===== src/sv/assert_macros.svh =====
// Assertion macros shared by the scheduler modules.
`ifndef ASSERT_MACROS_SVH
`define ASSERT_MACROS_SVH

// Checks that an implication holds at every clock edge outside reset.
`define ASSERT_IMPL(label, clk, rstn, ante, cons, msg) \
    label: assert property (@(posedge clk) disable iff (!rstn) (ante) |-> (cons)) \
        else $error(msg);

// Checks that the consequent holds in the cycle after the antecedent.
`define ASSERT_NEXT(label, clk, rstn, ante, cons, msg) \
    label: assert property (@(posedge clk) disable iff (!rstn) (ante) |=> (cons)) \
        else $error(msg);

`endif


===== src/sv/tps_pkg.sv =====
// ---------------------------------------------------------------------------
// Scheduler package
// Shared types and codes of the process scheduler.
// ---------------------------------------------------------------------------
`timescale 1ns / 1ps
package tps_pkg;
    localparam logic [2:0] EV_ADMIT = 3'd0;
    localparam logic [2:0] EV_WAIT  = 3'd1;
    localparam logic [2:0] EV_DROP  = 3'd2;
    localparam logic [2:0] EV_IDLE  = 3'd3;
    localparam logic [2:0] EV_RAN   = 3'd4;

    localparam logic [1:0] POL_FCFS = 2'd0;
    localparam logic [1:0] POL_SRTF = 2'd1;
    localparam logic [1:0] POL_RR   = 2'd2;

    localparam logic [1:0] CFG_POLICY  = 2'd0;
    localparam logic [1:0] CFG_QUANTUM = 2'd1;
    localparam logic [1:0] CFG_LIMIT   = 2'd2;

    // One entry of the ready table.
    typedef struct packed {
        logic [7:0]  id;
        logic [7:0]  burst;
        logic [7:0]  rem;
        logic [15:0] arr;
        logic        started;
        logic [15:0] first;
    } entry_t;

    // One entry of the waiting FIFO.
    typedef struct packed {
        logic [7:0]  id;
        logic [7:0]  burst;
        logic [15:0] arr;
    } wentry_t;

    typedef struct packed {
        logic [2:0]  event_res;
        logic [7:0]  ran_id;
        logic        first_run;
        logic        dispatched;
        logic        finished;
        logic [15:0] turnaround;
        logic [15:0] wait_time;
        logic [15:0] response;
        logic        promoted_valid;
        logic [7:0]  promoted_id;
    } result_t;
endpackage


===== src/sv/tick_process_scheduler.sv =====
// ---------------------------------------------------------------------------
// Tick process scheduler
// FCFS, SRTF and round robin process scheduler driven by arrival and tick
// transactions.
// ---------------------------------------------------------------------------
`timescale 1ns / 1ps
// One transaction is handled at a time. An arrival is answered straight from
// the idle state. A tick under FCFS or round robin serves the head of the
// queue order, plus, on finish, a shift of the queue order and the removal
// and promotion, and, for round robin at the end of a slice, a rotation of
// the queued processes. Under SRTF a tick scans every ready process through
// the one read port of the table memory, then rotates the order, before any
// finish work. The result is held in an output register; the next
// transaction is taken once it has been delivered.
module tick_process_scheduler #(
    parameter int READY_DEPTH = 16,
    parameter int WAIT_DEPTH = 16
) (
    input  logic        aclk,
    input  logic        aresetn,
    input  logic        cfg_we,
    input  logic [1:0]  cfg_index,
    input  logic [7:0]  cfg_data,
    input  logic        s_valid,
    output logic        s_ready,
    input  logic        s_command,
    input  logic [7:0]  s_proc_id,
    input  logic [7:0]  s_burst,
    output logic        m_valid,
    input  logic        m_ready,
    output logic [2:0]  m_event_res,
    output logic [7:0]  m_ran_id,
    output logic        m_first_run,
    output logic        m_dispatched,
    output logic        m_finished,
    output logic [15:0] m_turnaround,
    output logic [15:0] m_wait_time,
    output logic [15:0] m_response,
    output logic        m_promoted_valid,
    output logic [7:0]  m_promoted_id
);
    import tps_pkg::*;

    logic [1:0] policy_reg;
    logic [7:0] quantum_reg;
    logic [4:0] limit_reg;
    result_t    res;

    always_ff @(posedge aclk) begin
        if (!aresetn) begin
            policy_reg <= POL_FCFS;
            quantum_reg <= 8'd4;
            limit_reg <= 5'd10;
        end else if (cfg_we) begin
            case (cfg_index)
                CFG_POLICY:  policy_reg <= cfg_data[1:0];
                CFG_QUANTUM: quantum_reg <= cfg_data;
                CFG_LIMIT:   limit_reg <= cfg_data[4:0];
                default: ;
            endcase
        end
    end

    tps_core #(.READY_DEPTH(READY_DEPTH), .WAIT_DEPTH(WAIT_DEPTH)) u_core (
        .aclk(aclk), .aresetn(aresetn),
        .policy((policy_reg == 2'd3) ? POL_FCFS : policy_reg),
        .quantum(quantum_reg), .ready_limit(limit_reg),
        .in_valid(s_valid), .in_ready(s_ready), .in_cmd(s_command),
        .in_id(s_proc_id), .in_burst(s_burst),
        .res_valid(m_valid), .res_ready(m_ready), .res(res)
    );

    assign m_event_res = res.event_res;
    assign m_ran_id = res.ran_id;
    assign m_first_run = res.first_run;
    assign m_dispatched = res.dispatched;
    assign m_finished = res.finished;
    assign m_turnaround = res.turnaround;
    assign m_wait_time = res.wait_time;
    assign m_response = res.response;
    assign m_promoted_valid = res.promoted_valid;
    assign m_promoted_id = res.promoted_id;
endmodule


===== src/sv/tps_wait_fifo.sv =====
// ---------------------------------------------------------------------------
// Waiting FIFO
// Circular store of processes that could not be admitted, with a
// registered head read.
// ---------------------------------------------------------------------------
`timescale 1ns / 1ps
module tps_wait_fifo #(
    parameter int WAIT_DEPTH = 16
) (
    input  logic             aclk,
    input  logic             aresetn,
    input  logic             push,
    input  tps_pkg::wentry_t push_data,
    input  logic             pop,
    output tps_pkg::wentry_t head_data,
    output logic [$clog2(WAIT_DEPTH+1)-1:0] count
);
    import tps_pkg::*;
    `include "assert_macros.svh"

    localparam int PW = (WAIT_DEPTH > 1) ? $clog2(WAIT_DEPTH) : 1;
    localparam int CW = $clog2(WAIT_DEPTH + 1);

    wentry_t        mem [WAIT_DEPTH];
    logic [PW-1:0]  head_reg, head_next;
    logic [CW-1:0]  count_reg, count_next;
    logic [PW-1:0]  tail;
    logic [PW:0]    tail_sum;

    assign tail_sum = {1'b0, head_reg} + (PW+1)'(count_reg);
    assign tail = (tail_sum >= (PW+1)'(WAIT_DEPTH)) ?
                  PW'(tail_sum - (PW+1)'(WAIT_DEPTH)) : PW'(tail_sum);

    always_comb begin
        head_next = head_reg;
        count_next = count_reg;
        if (pop) begin
            head_next = (head_reg == PW'(WAIT_DEPTH - 1)) ? '0 : head_reg + 1'b1;
            count_next = count_reg - 1'b1;
        end else if (push) begin
            count_next = count_reg + 1'b1;
        end
    end

    always_ff @(posedge aclk) begin
        if (!aresetn) begin
            head_reg <= '0;
            count_reg <= '0;
        end else begin
            head_reg <= head_next;
            count_reg <= count_next;
        end
    end

    always_ff @(posedge aclk) begin
        if (push) begin
            mem[tail] <= push_data;
        end
        head_data <= mem[head_next];
    end

    assign count = count_reg;

    `ASSERT_IMPL(a_no_overflow, aclk, aresetn, push, count_reg < CW'(WAIT_DEPTH), "push on full FIFO")
    `ASSERT_IMPL(a_no_underflow, aclk, aresetn, pop, count_reg != '0, "pop on empty FIFO")
endmodule


===== src/sv/tps_core.sv =====
// ---------------------------------------------------------------------------
// Scheduler core
// Sequencer that keeps the ready table and queue order in memories and
// serves one transaction at a time.
// ---------------------------------------------------------------------------
`timescale 1ns / 1ps
module tps_core #(
    parameter int READY_DEPTH = 16,
    parameter int WAIT_DEPTH = 16
) (
    input  logic              aclk,
    input  logic              aresetn,
    input  logic [1:0]        policy,
    input  logic [7:0]        quantum,
    input  logic [4:0]        ready_limit,
    input  logic              in_valid,
    output logic              in_ready,
    input  logic              in_cmd,
    input  logic [7:0]        in_id,
    input  logic [7:0]        in_burst,
    output logic              res_valid,
    input  logic              res_ready,
    output tps_pkg::result_t  res
);
    import tps_pkg::*;
    `include "assert_macros.svh"

    localparam int SW = $clog2(READY_DEPTH);
    localparam int RCW = $clog2(READY_DEPTH + 1);
    localparam int WCW = $clog2(WAIT_DEPTH + 1);

    localparam logic [3:0] S_IDLE   = 4'd0;
    localparam logic [3:0] S_SCAN   = 4'd1;  // read order[i]
    localparam logic [3:0] S_SCANW  = 4'd2;  // order data back; read entry
    localparam logic [3:0] S_SCANC  = 4'd3;  // entry data back; compare
    localparam logic [3:0] S_ROT    = 4'd4;  // read order for rotate
    localparam logic [3:0] S_ROTW   = 4'd5;
    localparam logic [3:0] S_SERVE  = 4'd6;  // read order at chosen position
    localparam logic [3:0] S_SERVEW = 4'd7;
    localparam logic [3:0] S_UPD    = 4'd8;
    localparam logic [3:0] S_REM    = 4'd9;  // shift order down after finish
    localparam logic [3:0] S_REMW   = 4'd10;
    localparam logic [3:0] S_PROM   = 4'd11;
    localparam logic [3:0] S_RRROT  = 4'd13;

    // Memories: ready table entries and queue order.
    entry_t        tab [READY_DEPTH];
    logic [SW-1:0] ord [READY_DEPTH];
    logic [SW-1:0] tab_raddr, tab_waddr, ord_raddr, ord_waddr;
    logic          tab_we, ord_we;
    entry_t        tab_wdata, tab_rdata;
    logic [SW-1:0] ord_wdata, ord_rdata;

    always_ff @(posedge aclk) begin
        if (tab_we) tab[tab_waddr] <= tab_wdata;
        tab_rdata <= tab[tab_raddr];
    end
    always_ff @(posedge aclk) begin
        if (ord_we) ord[ord_waddr] <= ord_wdata;
        ord_rdata <= ord[ord_raddr];
    end

    // Slot occupancy flags (a bitmap, each read at its own place).
    logic [READY_DEPTH-1:0] used_reg, used_next;
    logic [SW-1:0]          free_slot;
    always_comb begin
        free_slot = '0;
        for (int k = READY_DEPTH - 1; k >= 0; k--) begin
            if (!used_reg[k]) free_slot = SW'(k);
        end
    end

    logic [3:0]     state_reg, state_next;
    logic [RCW-1:0] cnt_reg, cnt_next;
    logic [15:0]    now_reg, now_next;
    logic [7:0]     slice_reg, slice_next;
    logic           act_reg, act_next;
    logic [SW-1:0]  cur_reg, cur_next;
    logic [RCW-1:0] idx_reg, idx_next;     // scan / rotate index
    logic [RCW-1:0] best_reg, best_next;   // position of best
    logic [SW-1:0]  bslot_reg, bslot_next;
    logic [7:0]     brem_reg, brem_next;
    logic [15:0]    bage_reg, bage_next;
    logic [SW-1:0]  slot_reg, slot_next;   // order data captured in scan and serve
    logic [RCW-1:0] rot_reg, rot_next;     // rotate amount
    logic           fin_reg, fin_next;
    logic           disp_reg, disp_next;
    logic           rv_reg, rv_next;
    result_t        res_reg, res_next;
    logic [SW-1:0]  hold_slot [READY_DEPTH];  // rotation buffer
    logic           hold_we;
    logic [SW-1:0]  hold_waddr;

    logic          wpush, wpop;
    wentry_t       wpush_data;
    wentry_t       whead;
    logic [WCW-1:0] wcount;

    assign wpush_data.id = in_id;
    assign wpush_data.burst = in_burst;
    assign wpush_data.arr = now_reg;

    tps_wait_fifo #(.WAIT_DEPTH(WAIT_DEPTH)) u_wait (
        .aclk(aclk), .aresetn(aresetn), .push(wpush),
        .push_data(wpush_data),
        .pop(wpop), .head_data(whead), .count(wcount)
    );

    always_ff @(posedge aclk) begin
        if (hold_we) hold_slot[hold_waddr] <= ord_rdata;
    end

    logic [RCW-1:0] limit;
    assign limit = (int'(ready_limit) > READY_DEPTH) ? RCW'(READY_DEPTH) : RCW'(ready_limit);

    logic [15:0] age;
    logic [RCW-1:0] rot_src;
    logic [RCW:0]   rsum;
    assign age = now_reg - tab_rdata.arr;
    assign rsum = {1'b0, idx_reg} + {1'b0, rot_reg};
    assign rot_src = (rsum >= {1'b0, cnt_reg}) ? RCW'(rsum - {1'b0, cnt_reg}) : RCW'(rsum);

    assign in_ready = (state_reg == S_IDLE) && !rv_reg;
    assign res_valid = rv_reg;
    assign res = res_reg;

    always_comb begin
        logic [7:0] q, len, nrem;
        entry_t e;
        state_next = state_reg; cnt_next = cnt_reg; now_next = now_reg;
        slice_next = slice_reg; act_next = act_reg; cur_next = cur_reg;
        idx_next = idx_reg; best_next = best_reg; bslot_next = bslot_reg;
        brem_next = brem_reg; bage_next = bage_reg; slot_next = slot_reg;
        rot_next = rot_reg; fin_next = fin_reg; disp_next = disp_reg;
        rv_next = rv_reg; res_next = res_reg; used_next = used_reg;
        tab_raddr = '0; tab_waddr = '0; tab_we = 1'b0; tab_wdata = tab_rdata;
        ord_raddr = '0; ord_waddr = '0; ord_we = 1'b0; ord_wdata = '0;
        hold_we = 1'b0; hold_waddr = '0;
        wpush = 1'b0; wpop = 1'b0;
        q = '0; len = '0; nrem = '0; e = tab_rdata;
        if (rv_reg && res_ready) rv_next = 1'b0;
        case (state_reg)
            S_IDLE: begin
                if (in_valid && in_ready) begin
                    res_next = '0;
                    if (!in_cmd) begin
                        if (cnt_reg < limit) begin
                            e = '0;
                            e.id = in_id; e.burst = in_burst; e.rem = in_burst;
                            e.arr = now_reg;
                            tab_we = 1'b1; tab_waddr = free_slot; tab_wdata = e;
                            ord_we = 1'b1; ord_waddr = SW'(cnt_reg); ord_wdata = free_slot;
                            used_next[free_slot] = 1'b1;
                            cnt_next = cnt_reg + 1'b1;
                            res_next.event_res = EV_ADMIT;
                        end else if (wcount < WCW'(WAIT_DEPTH)) begin
                            wpush = 1'b1;
                            res_next.event_res = EV_WAIT;
                        end else begin
                            res_next.event_res = EV_DROP;
                        end
                        rv_next = 1'b1;
                    end else if (cnt_reg == '0) begin
                        res_next.event_res = EV_IDLE;
                        act_next = 1'b0; slice_next = '0;
                        now_next = now_reg + 1'b1;
                        rv_next = 1'b1;
                    end else if (policy == POL_SRTF) begin
                        idx_next = '0;
                        state_next = S_SCAN;
                    end else begin
                        ord_raddr = '0;
                        best_next = '0;
                        state_next = S_SERVE;
                    end
                end
            end
            S_SCAN: begin
                ord_raddr = SW'(idx_reg);
                state_next = S_SCANW;
            end
            S_SCANW: begin
                tab_raddr = ord_rdata;
                slot_next = ord_rdata;
                state_next = S_SCANC;
            end
            S_SCANC: begin
                if (idx_reg == '0 || tab_rdata.rem < brem_reg ||
                    (tab_rdata.rem == brem_reg && age > bage_reg)) begin
                    best_next = idx_reg; bslot_next = slot_reg;
                    brem_next = tab_rdata.rem; bage_next = age;
                end
                if (idx_reg + 1'b1 == cnt_reg) begin
                    rot_next = (best_next + 1'b1 == cnt_reg) ? '0 : best_next + 1'b1;
                    idx_next = '0;
                    state_next = S_ROT;
                end else begin
                    idx_next = idx_reg + 1'b1;
                    state_next = S_SCAN;
                end
            end
            // Rotation: copy order through the hold buffer, then write back.
            S_ROT: begin
                ord_raddr = SW'(rot_src);
                state_next = S_ROTW;
            end
            S_ROTW: begin
                hold_we = 1'b1; hold_waddr = SW'(idx_reg);
                if (idx_reg + 1'b1 == cnt_reg) begin
                    idx_next = '0;
                    state_next = S_RRROT;
                end else begin
                    idx_next = idx_reg + 1'b1;
                    state_next = S_ROT;
                end
            end
            S_RRROT: begin
                ord_we = 1'b1; ord_waddr = SW'(idx_reg); ord_wdata = hold_slot[SW'(idx_reg)];
                if (idx_reg + 1'b1 == cnt_reg) begin
                    if (fin_reg || disp_reg) begin
                        // Post-serve round robin rotation done.
                        fin_next = 1'b0; disp_next = 1'b0;
                        rv_next = 1'b1;
                        state_next = S_IDLE;
                    end else begin
                        best_next = cnt_reg - 1'b1;
                        ord_raddr = SW'(cnt_reg - 1'b1);
                        state_next = S_SERVE;
                    end
                end else begin
                    idx_next = idx_reg + 1'b1;
                end
            end
            // The chosen position is read here, after any rotation has been written back.
            S_SERVE: begin
                ord_raddr = SW'(best_reg);
                state_next = S_SERVEW;
            end
            S_SERVEW: begin
                tab_raddr = ord_rdata;
                slot_next = ord_rdata;
                state_next = S_UPD;
            end
            S_UPD: begin
                e = tab_rdata;
                res_next.event_res = EV_RAN;
                res_next.ran_id = e.id;
                if (policy == POL_SRTF) begin
                    res_next.dispatched = !act_reg || slot_reg != cur_reg;
                end else if (policy == POL_RR) begin
                    if (!(act_reg && slice_reg != '0 && slot_reg == cur_reg)) begin
                        q = (quantum == '0) ? 8'd1 : quantum;
                        len = (q < e.rem) ? q : e.rem;
                        slice_next = (len == '0) ? 8'd1 : len;
                        res_next.dispatched = 1'b1;
                    end
                end else begin
                    res_next.dispatched = !act_reg || slot_reg != cur_reg;
                end
                res_next.first_run = !e.started;
                if (!e.started) begin
                    e.started = 1'b1; e.first = now_reg;
                end
                nrem = (e.rem != '0) ? e.rem - 1'b1 : e.rem;
                e.rem = nrem;
                if (policy == POL_RR && slice_next != '0) slice_next = slice_next - 1'b1;
                tab_we = 1'b1; tab_waddr = slot_reg; tab_wdata = e;
                cur_next = slot_reg;
                now_next = now_reg + 1'b1;
                if (nrem == '0) begin
                    res_next.finished = 1'b1;
                    res_next.turnaround = now_next - e.arr;
                    res_next.wait_time = now_next - e.arr - {8'd0, e.burst};
                    res_next.response = e.first - e.arr;
                    used_next[slot_reg] = 1'b0;
                    act_next = 1'b0; slice_next = '0;
                    idx_next = best_reg;
                    state_next = S_REM;
                end else if (policy == POL_RR) begin
                    if (slice_next == '0) begin
                        act_next = 1'b0;
                        rot_next = (cnt_reg == RCW'(1)) ? '0 : RCW'(1);
                        idx_next = '0;
                        disp_next = 1'b1;
                        state_next = S_ROT;
                    end else begin
                        act_next = 1'b1;
                        rv_next = 1'b1;
                        state_next = S_IDLE;
                    end
                end else begin
                    act_next = 1'b1; slice_next = '0;
                    rv_next = 1'b1;
                    state_next = S_IDLE;
                end
            end
            // Remove the finished position by shifting later entries down.
            S_REM: begin
                if (idx_reg + 1'b1 >= cnt_reg) begin
                    cnt_next = cnt_reg - 1'b1;
                    state_next = S_PROM;
                end else begin
                    ord_raddr = SW'(idx_reg + 1'b1);
                    state_next = S_REMW;
                end
            end
            S_REMW: begin
                ord_we = 1'b1; ord_waddr = SW'(idx_reg); ord_wdata = ord_rdata;
                idx_next = idx_reg + 1'b1;
                state_next = S_REM;
            end
            S_PROM: begin
                if (wcount != '0 && cnt_reg < RCW'(READY_DEPTH)) begin
                    e = '0;
                    e.id = whead.id; e.burst = whead.burst; e.rem = whead.burst;
                    e.arr = whead.arr;
                    tab_we = 1'b1; tab_waddr = free_slot; tab_wdata = e;
                    ord_we = 1'b1; ord_waddr = SW'(cnt_reg); ord_wdata = free_slot;
                    used_next[free_slot] = 1'b1;
                    cnt_next = cnt_reg + 1'b1;
                    wpop = 1'b1;
                    res_next.promoted_valid = 1'b1;
                    res_next.promoted_id = whead.id;
                end
                rv_next = 1'b1;
                state_next = S_IDLE;
            end
            default: state_next = S_IDLE;
        endcase
    end

    always_ff @(posedge aclk) begin
        if (!aresetn) begin
            state_reg <= S_IDLE; cnt_reg <= '0; now_reg <= '0; slice_reg <= '0;
            act_reg <= 1'b0; cur_reg <= '0; rv_reg <= 1'b0; used_reg <= '0;
            fin_reg <= 1'b0; disp_reg <= 1'b0;
        end else begin
            state_reg <= state_next; cnt_reg <= cnt_next; now_reg <= now_next;
            slice_reg <= slice_next; act_reg <= act_next; cur_reg <= cur_next;
            rv_reg <= rv_next; used_reg <= used_next;
            fin_reg <= fin_next; disp_reg <= disp_next;
        end
    end

    always_ff @(posedge aclk) begin
        idx_reg <= idx_next; best_reg <= best_next; bslot_reg <= bslot_next;
        brem_reg <= brem_next; bage_reg <= bage_next; slot_reg <= slot_next;
        rot_reg <= rot_next; res_reg <= res_next;
    end

    `ASSERT_IMPL(a_count_bound, aclk, aresetn, 1'b1, cnt_reg <= RCW'(READY_DEPTH), "ready count overflow")
    `ASSERT_IMPL(a_used_count, aclk, aresetn, state_reg == S_IDLE, $countones(used_reg) == int'(cnt_reg), "slot map disagrees with count")
    `ASSERT_NEXT(a_res_hold, aclk, aresetn, rv_reg && !res_ready, rv_reg && $stable(res_reg), "result changed while stalled")
endmodule

===== config.mk =====
export PLATFORM = sky130hd
export DESIGN_NAME = tick_process_scheduler
export DESIGN_NICKNAME = d
export VERILOG_FILES = /design/src/sv/tps_pkg.sv /design/src/sv/tick_process_scheduler.sv /design/src/sv/tps_wait_fifo.sv /design/src/sv/tps_core.sv
export VERILOG_INCLUDE_DIRS = /design/src /design/src/sv
export SDC_FILE = /design/constraint.sdc
export NUM_CORES = 2
export LEC_CHECK = 0
export BUFFER_PORTS_ARGS = -buffer_cell sky130_fd_sc_hd__buf_2
export CORE_MARGIN = 2
export CORE_UTILIZATION = 40
export CTS_CLUSTER_DIAMETER = 40
export DETAILED_ROUTE_END_ITERATION = 8
export HOLD_SLACK_MARGIN = 0.02
export PLACE_DENSITY = 0.64
export SYNTH_ARGS = -nofsm -noshare
export SYNTH_HDL_FRONTEND = slang
export SYNTH_SLANG_ARGS = --single-unit

===== constraint.sdc =====
create_clock -name aclk -period 17.04 [get_ports aclk]
set_clock_uncertainty 0.05 [all_clocks]
set_input_delay 4.26 -clock aclk [delete_from_list [all_inputs] [get_ports aclk]]
set_output_delay 4.26 -clock aclk [all_outputs]
set_load 0.02 [all_outputs]

# After elaboration in Yosys (flattened, before gate mapping)

Memory sizes are Yosys's and may differ from the RTL's. A register that Yosys moved wholly into a read port is not among the register bits.
Cells that the tools add are included.
W data, S select, Z words.

$add $sub $neg: 18
Magnitude comparators: 14
Equality and inequality tests: 46
Multiplexer cells: 180
Bitwise gates (word level): 3
Reductions and logical operators: 56

Operators by type and width:

| cell                  | number |
|---|---|
| $mux W57              | 4 |
| $pmux W57 S3          | 1 |
| $mux W4               | 40 |
| $mux W5               | 30 |
| $mux W16              | 9 |
| $pmux W62 S2          | 1 |
| $mux W8               | 15 |
| $mux W71              | 1 |
| $mux W49              | 1 |
| $pmux W16 S3          | 1 |
| $pmux W4 S12          | 1 |
| $sub A16 B16 Y16      | 3 |
| $mux W1               | 46 |
| $logic_not A8 Y1      | 4 |
| $pmux W16 S2          | 1 |
| $pmux W5 S3           | 2 |
| $pmux W5 S5           | 1 |
| $eq A4 B4 Y1 const B  | 6 |
| $pmux W4 S3           | 2 |
| $reduce_bool A8 Y1    | 3 |
| $ne A2 B2 Y1 const B  | 11 |
| $mux W3               | 7 |
| $add A5 B1 Y5 const B | 4 |
| $pmux W4 S5           | 1 |
| other kinds (63)      | 122 |

Register bits after elaboration: 194
Memory bits (writable): 1552
Input bits: 32
Output and inout port bits: 73
Word-level logic and storage cells: 351
Memories: 4

Memory list:

| name              | depth | width | rd ports | clocked after memory_dff | wr ports | line                | text |
|---|---|---|---|---|---|---|---|
| u_core.tab        | 16    | 57    | 1        | 1                        | 1        | tps_core.sv:47      | `entry_t tab [READY_DEPTH];` |
| u_core.u_wait.mem | 16    | 32    | 1        | 1                        | 1        | tps_wait_fifo.sv:24 | `wentry_t mem [WAIT_DEPTH];` |
| u_core.hold_slot  | 16    | 4     | 1        | 1                        | 1        | tps_core.sv:90      | `logic [SW-1:0] hold_slot [READY_DEPTH];` |
| u_core.ord        | 16    | 4     | 1        | 1                        | 1        | tps_core.sv:48      | `logic [SW-1:0] ord [READY_DEPTH];` |

# Depth between registers and ports, before layout

Depth after elaboration: 25
Mapped depth: 31
Mapped depth without buffers: 31

# Cells and area by module

A second synthesis with hierarchy kept.

Cells, all modules: 5709
Area, all modules: 80150.6 um2

By module, submodules not included:

| module                 | times used | cells each | area an instance (um2) | seq. area each (um2) |
|---|---|---|---|---|
| tps_core               | 1          | 3917       | 55877.3                | 37075.6 |
| tps_wait_fifo          | 1          | 1727       | 23650.2                | 16195.5 |
| tick_process_scheduler | 1          | 65         | 623.1                  | 300.3 |

# Worst setup path after synthesis

No wires, ideal clock.

Path type: input-to-reg
Start: in s_valid
End: mem u_core.tab[10][0] in the netlist's numbering, enable pin
Library setup time: 472 ps
Data arrival time: 8247 ps
Required time: 16518 ps
Slack: 8271 ps
Cell stages on the path: 6
Path buffers: 0
Path through: nand2_1 a2111oi_0 o211ai_1 o21ai_1 or3b_2 nor2_1

Cells in the longest elaborated chain, start to end: 5
Elaborated cells between the ends (all ways): 7
Classes of those cells: mux (6); reduce/logical (1)

Ends and longest elaborated chain:

| element                       | line                         | text |
|---|---|---|
| from (decl)                   | tick_process_scheduler.sv:24 | `input logic s_valid,` |
| $logic_and A1 B1 Y1 *         | tps_core.sv:144              | `if (in_valid && in_ready) begin` |
| $mux W1                       | tps_core.sv:144              |  |
| $pmux W1 S3                   | tps_core.sv:142              | `case (state_reg)` |
| $mux W1                       | tps_core.sv:55               | `if (tab_we) tab[tab_waddr] <= tab_wdata;` |
| $mux W1 (not written as such) | tps_core.sv:55               |  |
| to (decl)                     | tps_core.sv:47               |  |

Mark *: on every way between the ends. The rest lies on a longest branch, timed or not.

# Worst setup path after layout

Start: in s_valid
End: mem u_core.tab[5][13] in the netlist's numbering, enable pin

The elaborated chain is that of the path after synthesis.

==> summary.md <==
The run finished with clean final reports. In this run the count of I/O pins placed on the die edge is 105. Counting along the longest clock path gives a buffer depth of 3. Of the total power, registers draw 41.0%. The average via count per standard cell was 5.72; the area of the multi-input gates was 22400 um2. Static timing analysis puts the maximum clock frequency at 0.129 GHz. The max-cap check violation count is 0, and the sequential element share of the synthesized area is 69.4%. Cell chosen for the clock root: clkbuf_16. Summing the areas of all fa, ha and maj instances in the mapped netlist gives 2.17% of the synthesized area. The run gives 161 as the row count. Entering global routing, the biggest net connects 207 pins. The post-route worst setup slack is 9260 ps. The CTS H-tree depth is 4.

The count of nets left with antenna violations after detail routing was 0. The run gives 15.2 mW as the total power draw. The floorplan step set the die width to 443 um. The initial antenna violation count came out at 14.

Fraction of synthesized area in multiplexers: 9.92%. Number of enable-type register cells in the synthesized netlist: 1666. After the first detailed-routing iteration, the DRC count stood at 5076. The analysis attributes to cell leakage a power of 30.7 nW. For this run the aggregate overflow at the end of global routing stands at 0.

The max-slew violation count was 0; the data arrival time at the worst-slack endpoint was 8200 ps. Weighted congestion at the end of routability-driven global placement: 0.914. The logs give 300 mm for the global-route wire length before repair and 900 ps for the later-pin clock latency in the skew report. The logs give 0 for the number of synthesis warnings and 129 uV for the peak supply drop.

Before antenna repair, the detailed router went through 8 iterations. Yosys instantiated no cell more often than edfxtp_1. After Yosys synthesis, and, or, nand and nor cells account for 6.92% of the synthesized area. For the final instance area, the log shows 89300 um2. After synthesis, the mean cell area works out to 15.4 um2.

Setup violations remaining at the end of the flow were counted as 0. The run gives 0 ps as the final total negative setup slack. By area, the combinational part of the netlist is dominated by multiplexers.

The area added between synthesis and finish was 15.7%; the number of CTS-inserted buffers was 234. In this run, the clock network consumes 33.7% of the power. The total area inside the core boundary comes to 192000 um2. TritonCTS built the clock tree. The worst path uses 45.6% of the clock period. Counting flops with an async set or reset pin after synthesis yields a share of 0%. Hold repair after CTS inserted 0 buffers. The vertical die dimension was 443 um; the wire length after detailed routing was 205 mm.

The run gives 0 as the final-report hold violation count. After clock tree synthesis, the repair step resized 0 gates. Dividing the detail-routed wire length by the instance count gives 25.9 um. The number of nets handed over by synthesis was 5188. Sorting the synthesized cells by area gives the leading types as edfxtp_1 65%, mux4_2 7.2%, dfxtp_1 4.6%, nand2_1 2.3%, ha_1 2.0%. In this run the power density over the cells is 170 nW/um2. Among all flip-flop cells after synthesis, the most frequent one is edfxtp_1. Along the worst path, the maximum fanout reaches 34. Combinational cells account for 25.3% of the total power. The share of synthesized area in the top cell type comes to 64.8%. Once the floorplan was initialized, standard cells occupied 40.2% of the core. In the routed design, unresolved DRC markers number 0.

Summing the areas of all compound-gate instances in the mapped netlist gives 8.30% of the synthesized area. For the total global-route track usage, the log shows 20.6%. The tools report the via count of the first global-routing pass as 45000. The detailed-route via count came out at 45300.

The library cell occupying the most area in the post-synthesis netlist is edfxtp_1. In this run the tightest slew margin relative to its limit is 4.63%. The run gives 5345 as the number of nets at the end of the flow.

The synthesized netlist occupies a cell area of 77200 um2. The placed instances occupy a cell area of 80900 um2. Setup repair after global routing left no endpoint under its margin.

The post-synthesis xor/xnor area fraction is 1.23%. STA classifies the critical path endpoint as a register. Across the whole layout, storage elements account for 53600 um2.

In the final layout, the share of cells above drive strength 1 is 18.8%. The endpoint required time on the critical path was 17460 ps; the post-synthesis register bit count was 1843. Prior to clock tree synthesis, the placed netlist has a worst setup slack of 8430 ps. The clock period minus final worst setup slack came out at 7780 ps. Input and output buffers added on the ports amount to 104.

The layout has 16400 filler cells. The kind of start point of the critical path is an input port. For the pin with the worst max-slew slack, the measured transition is 1420 ps. Buffers added to address setup during post-CTS repair amount to 0. The switching power share of the total is 31.9%, and the cell-internal power is 10.3 mW.

The reported net switching power is 4.85 mW, and the CTS clock-pin slew for the worst setup and hold paths is 60 ps. The register with the most flip-flops in the layout has 912 of them. The tools report the number of distinct library cells after synthesis as 97.

The start-to-end type of the worst setup path was in -> reg. The cell count after synthesis came out at 5027. The min-delay analysis places its worst path in the category reg -> reg.

In the synthesized netlist, the cells that appear most often are 1666 x edfxtp_1, 468 x nand2_1, 248 x mux4_2. The run gives 197000 um2 as the total die area. Detailed-placement wirelength estimate: 122 mm. The number of sinks on the clock net was 1843.
[stage by stage]
stage          utilization, %  hold slack, ps  cells
2_1_floorplan               -             359   5027
3_3_place_gp             42.1             409   7474
3_5_place_dp             42.1             418   7474
4_1_cts                  46.5             426   7921
5_1_grt                  46.5             452   7922
6_report                 46.5             425   7926
[area by class of cell]
cell class	instances	area share (%)
tap	2526	3.54
sequential	1843	60.0
timing repair buffer	204	1.47
clock inverter	175	2.48
inverter	119	0.500
antenna	5	0.0140
multi-input combinational	2782	25.1
clock buffer	272	6.86
[routing by layer]
metal,part of all wire [%],vias to the layer above,wire [um],global-route usage [%]
li1,-,20000,-,-
met1,40,23100,82000,26.9
met2,47,1829,96800,32.9
met3,7.6,403,15600,3.89
met4,5.2,2,10600,10.4
met5,0.0063,-,13,0
[logic make-up (layout without fill, tap and decap cells)]
| logic type | Yosys count | in the layout |
|---|---|---|
| XOR/XNOR | 107 | 107 |
| other | 0 | 5 |
| multiplexers | 445 | 445 |
| adder cells (fa/ha/maj) | 129 | 129 |
| buffers and inverters | 402 | 770 |
| AO/OA/AOI/OAI | 948 | 948 |
| AND/OR/NAND/NOR | 1153 | 1153 |
| flip-flops | 1843 | 1843 |
[critical path: stages]
cell and delay, ps:
buf_2 130, nand2_1 200, a2111oi_2 390, buf_4 330, o211ai_1 120, buf_4 280
or3_1 440, nand2_1 130, nand2_1 250, nor2_4 900, buf_4 730
[path summary, 6_finish.rpt]
path | from | to | slack (ps) | depth (start not counted)
max | s_valid | u_core.tab[5][13] | 9260 | 11
min | u_core.cur_reg[1] | u_core.cur_reg[1] | 420 | 2
max reg2reg | u_core.now_reg[1] | u_core.rot_reg[0] | 9640 | 27
min reg2reg | u_core.cur_reg[1] | u_core.cur_reg[1] | 420 | 2
[power groups by stage]
stage	combinational, mW	clock (mW)	sequential (mW)
floorplan	2.38	0	6.26
global placement	3.71	0	6.30
detailed placement	3.81	0	6.31
CTS	3.83	5.20	6.22
global route	4.12	5.39	6.24
finish	3.84	5.12	6.22
[cell usage in the layout (no fill, tap or decap), drive strengths merged, types with 29 or more instances in the layout]
cell type / instances
a311oi: 65
inv: 166
bufinv: 29
nand2: 468
mux4: 248
a211oi: 175
clkbuf: 272
dfxtp: 177
o21ai: 127
edfxtp: 1666
nor3: 55
ha: 121
mux2: 80
buf: 204
xnor2: 67
o22ai: 68
xor2: 39
nand3: 63
mux2i: 117
clkinv: 75
a21o: 33
nor2: 246
and2: 167
a21oi: 219
a31oi: 72
No activity file was read; power rests on OpenSTA's default activity.
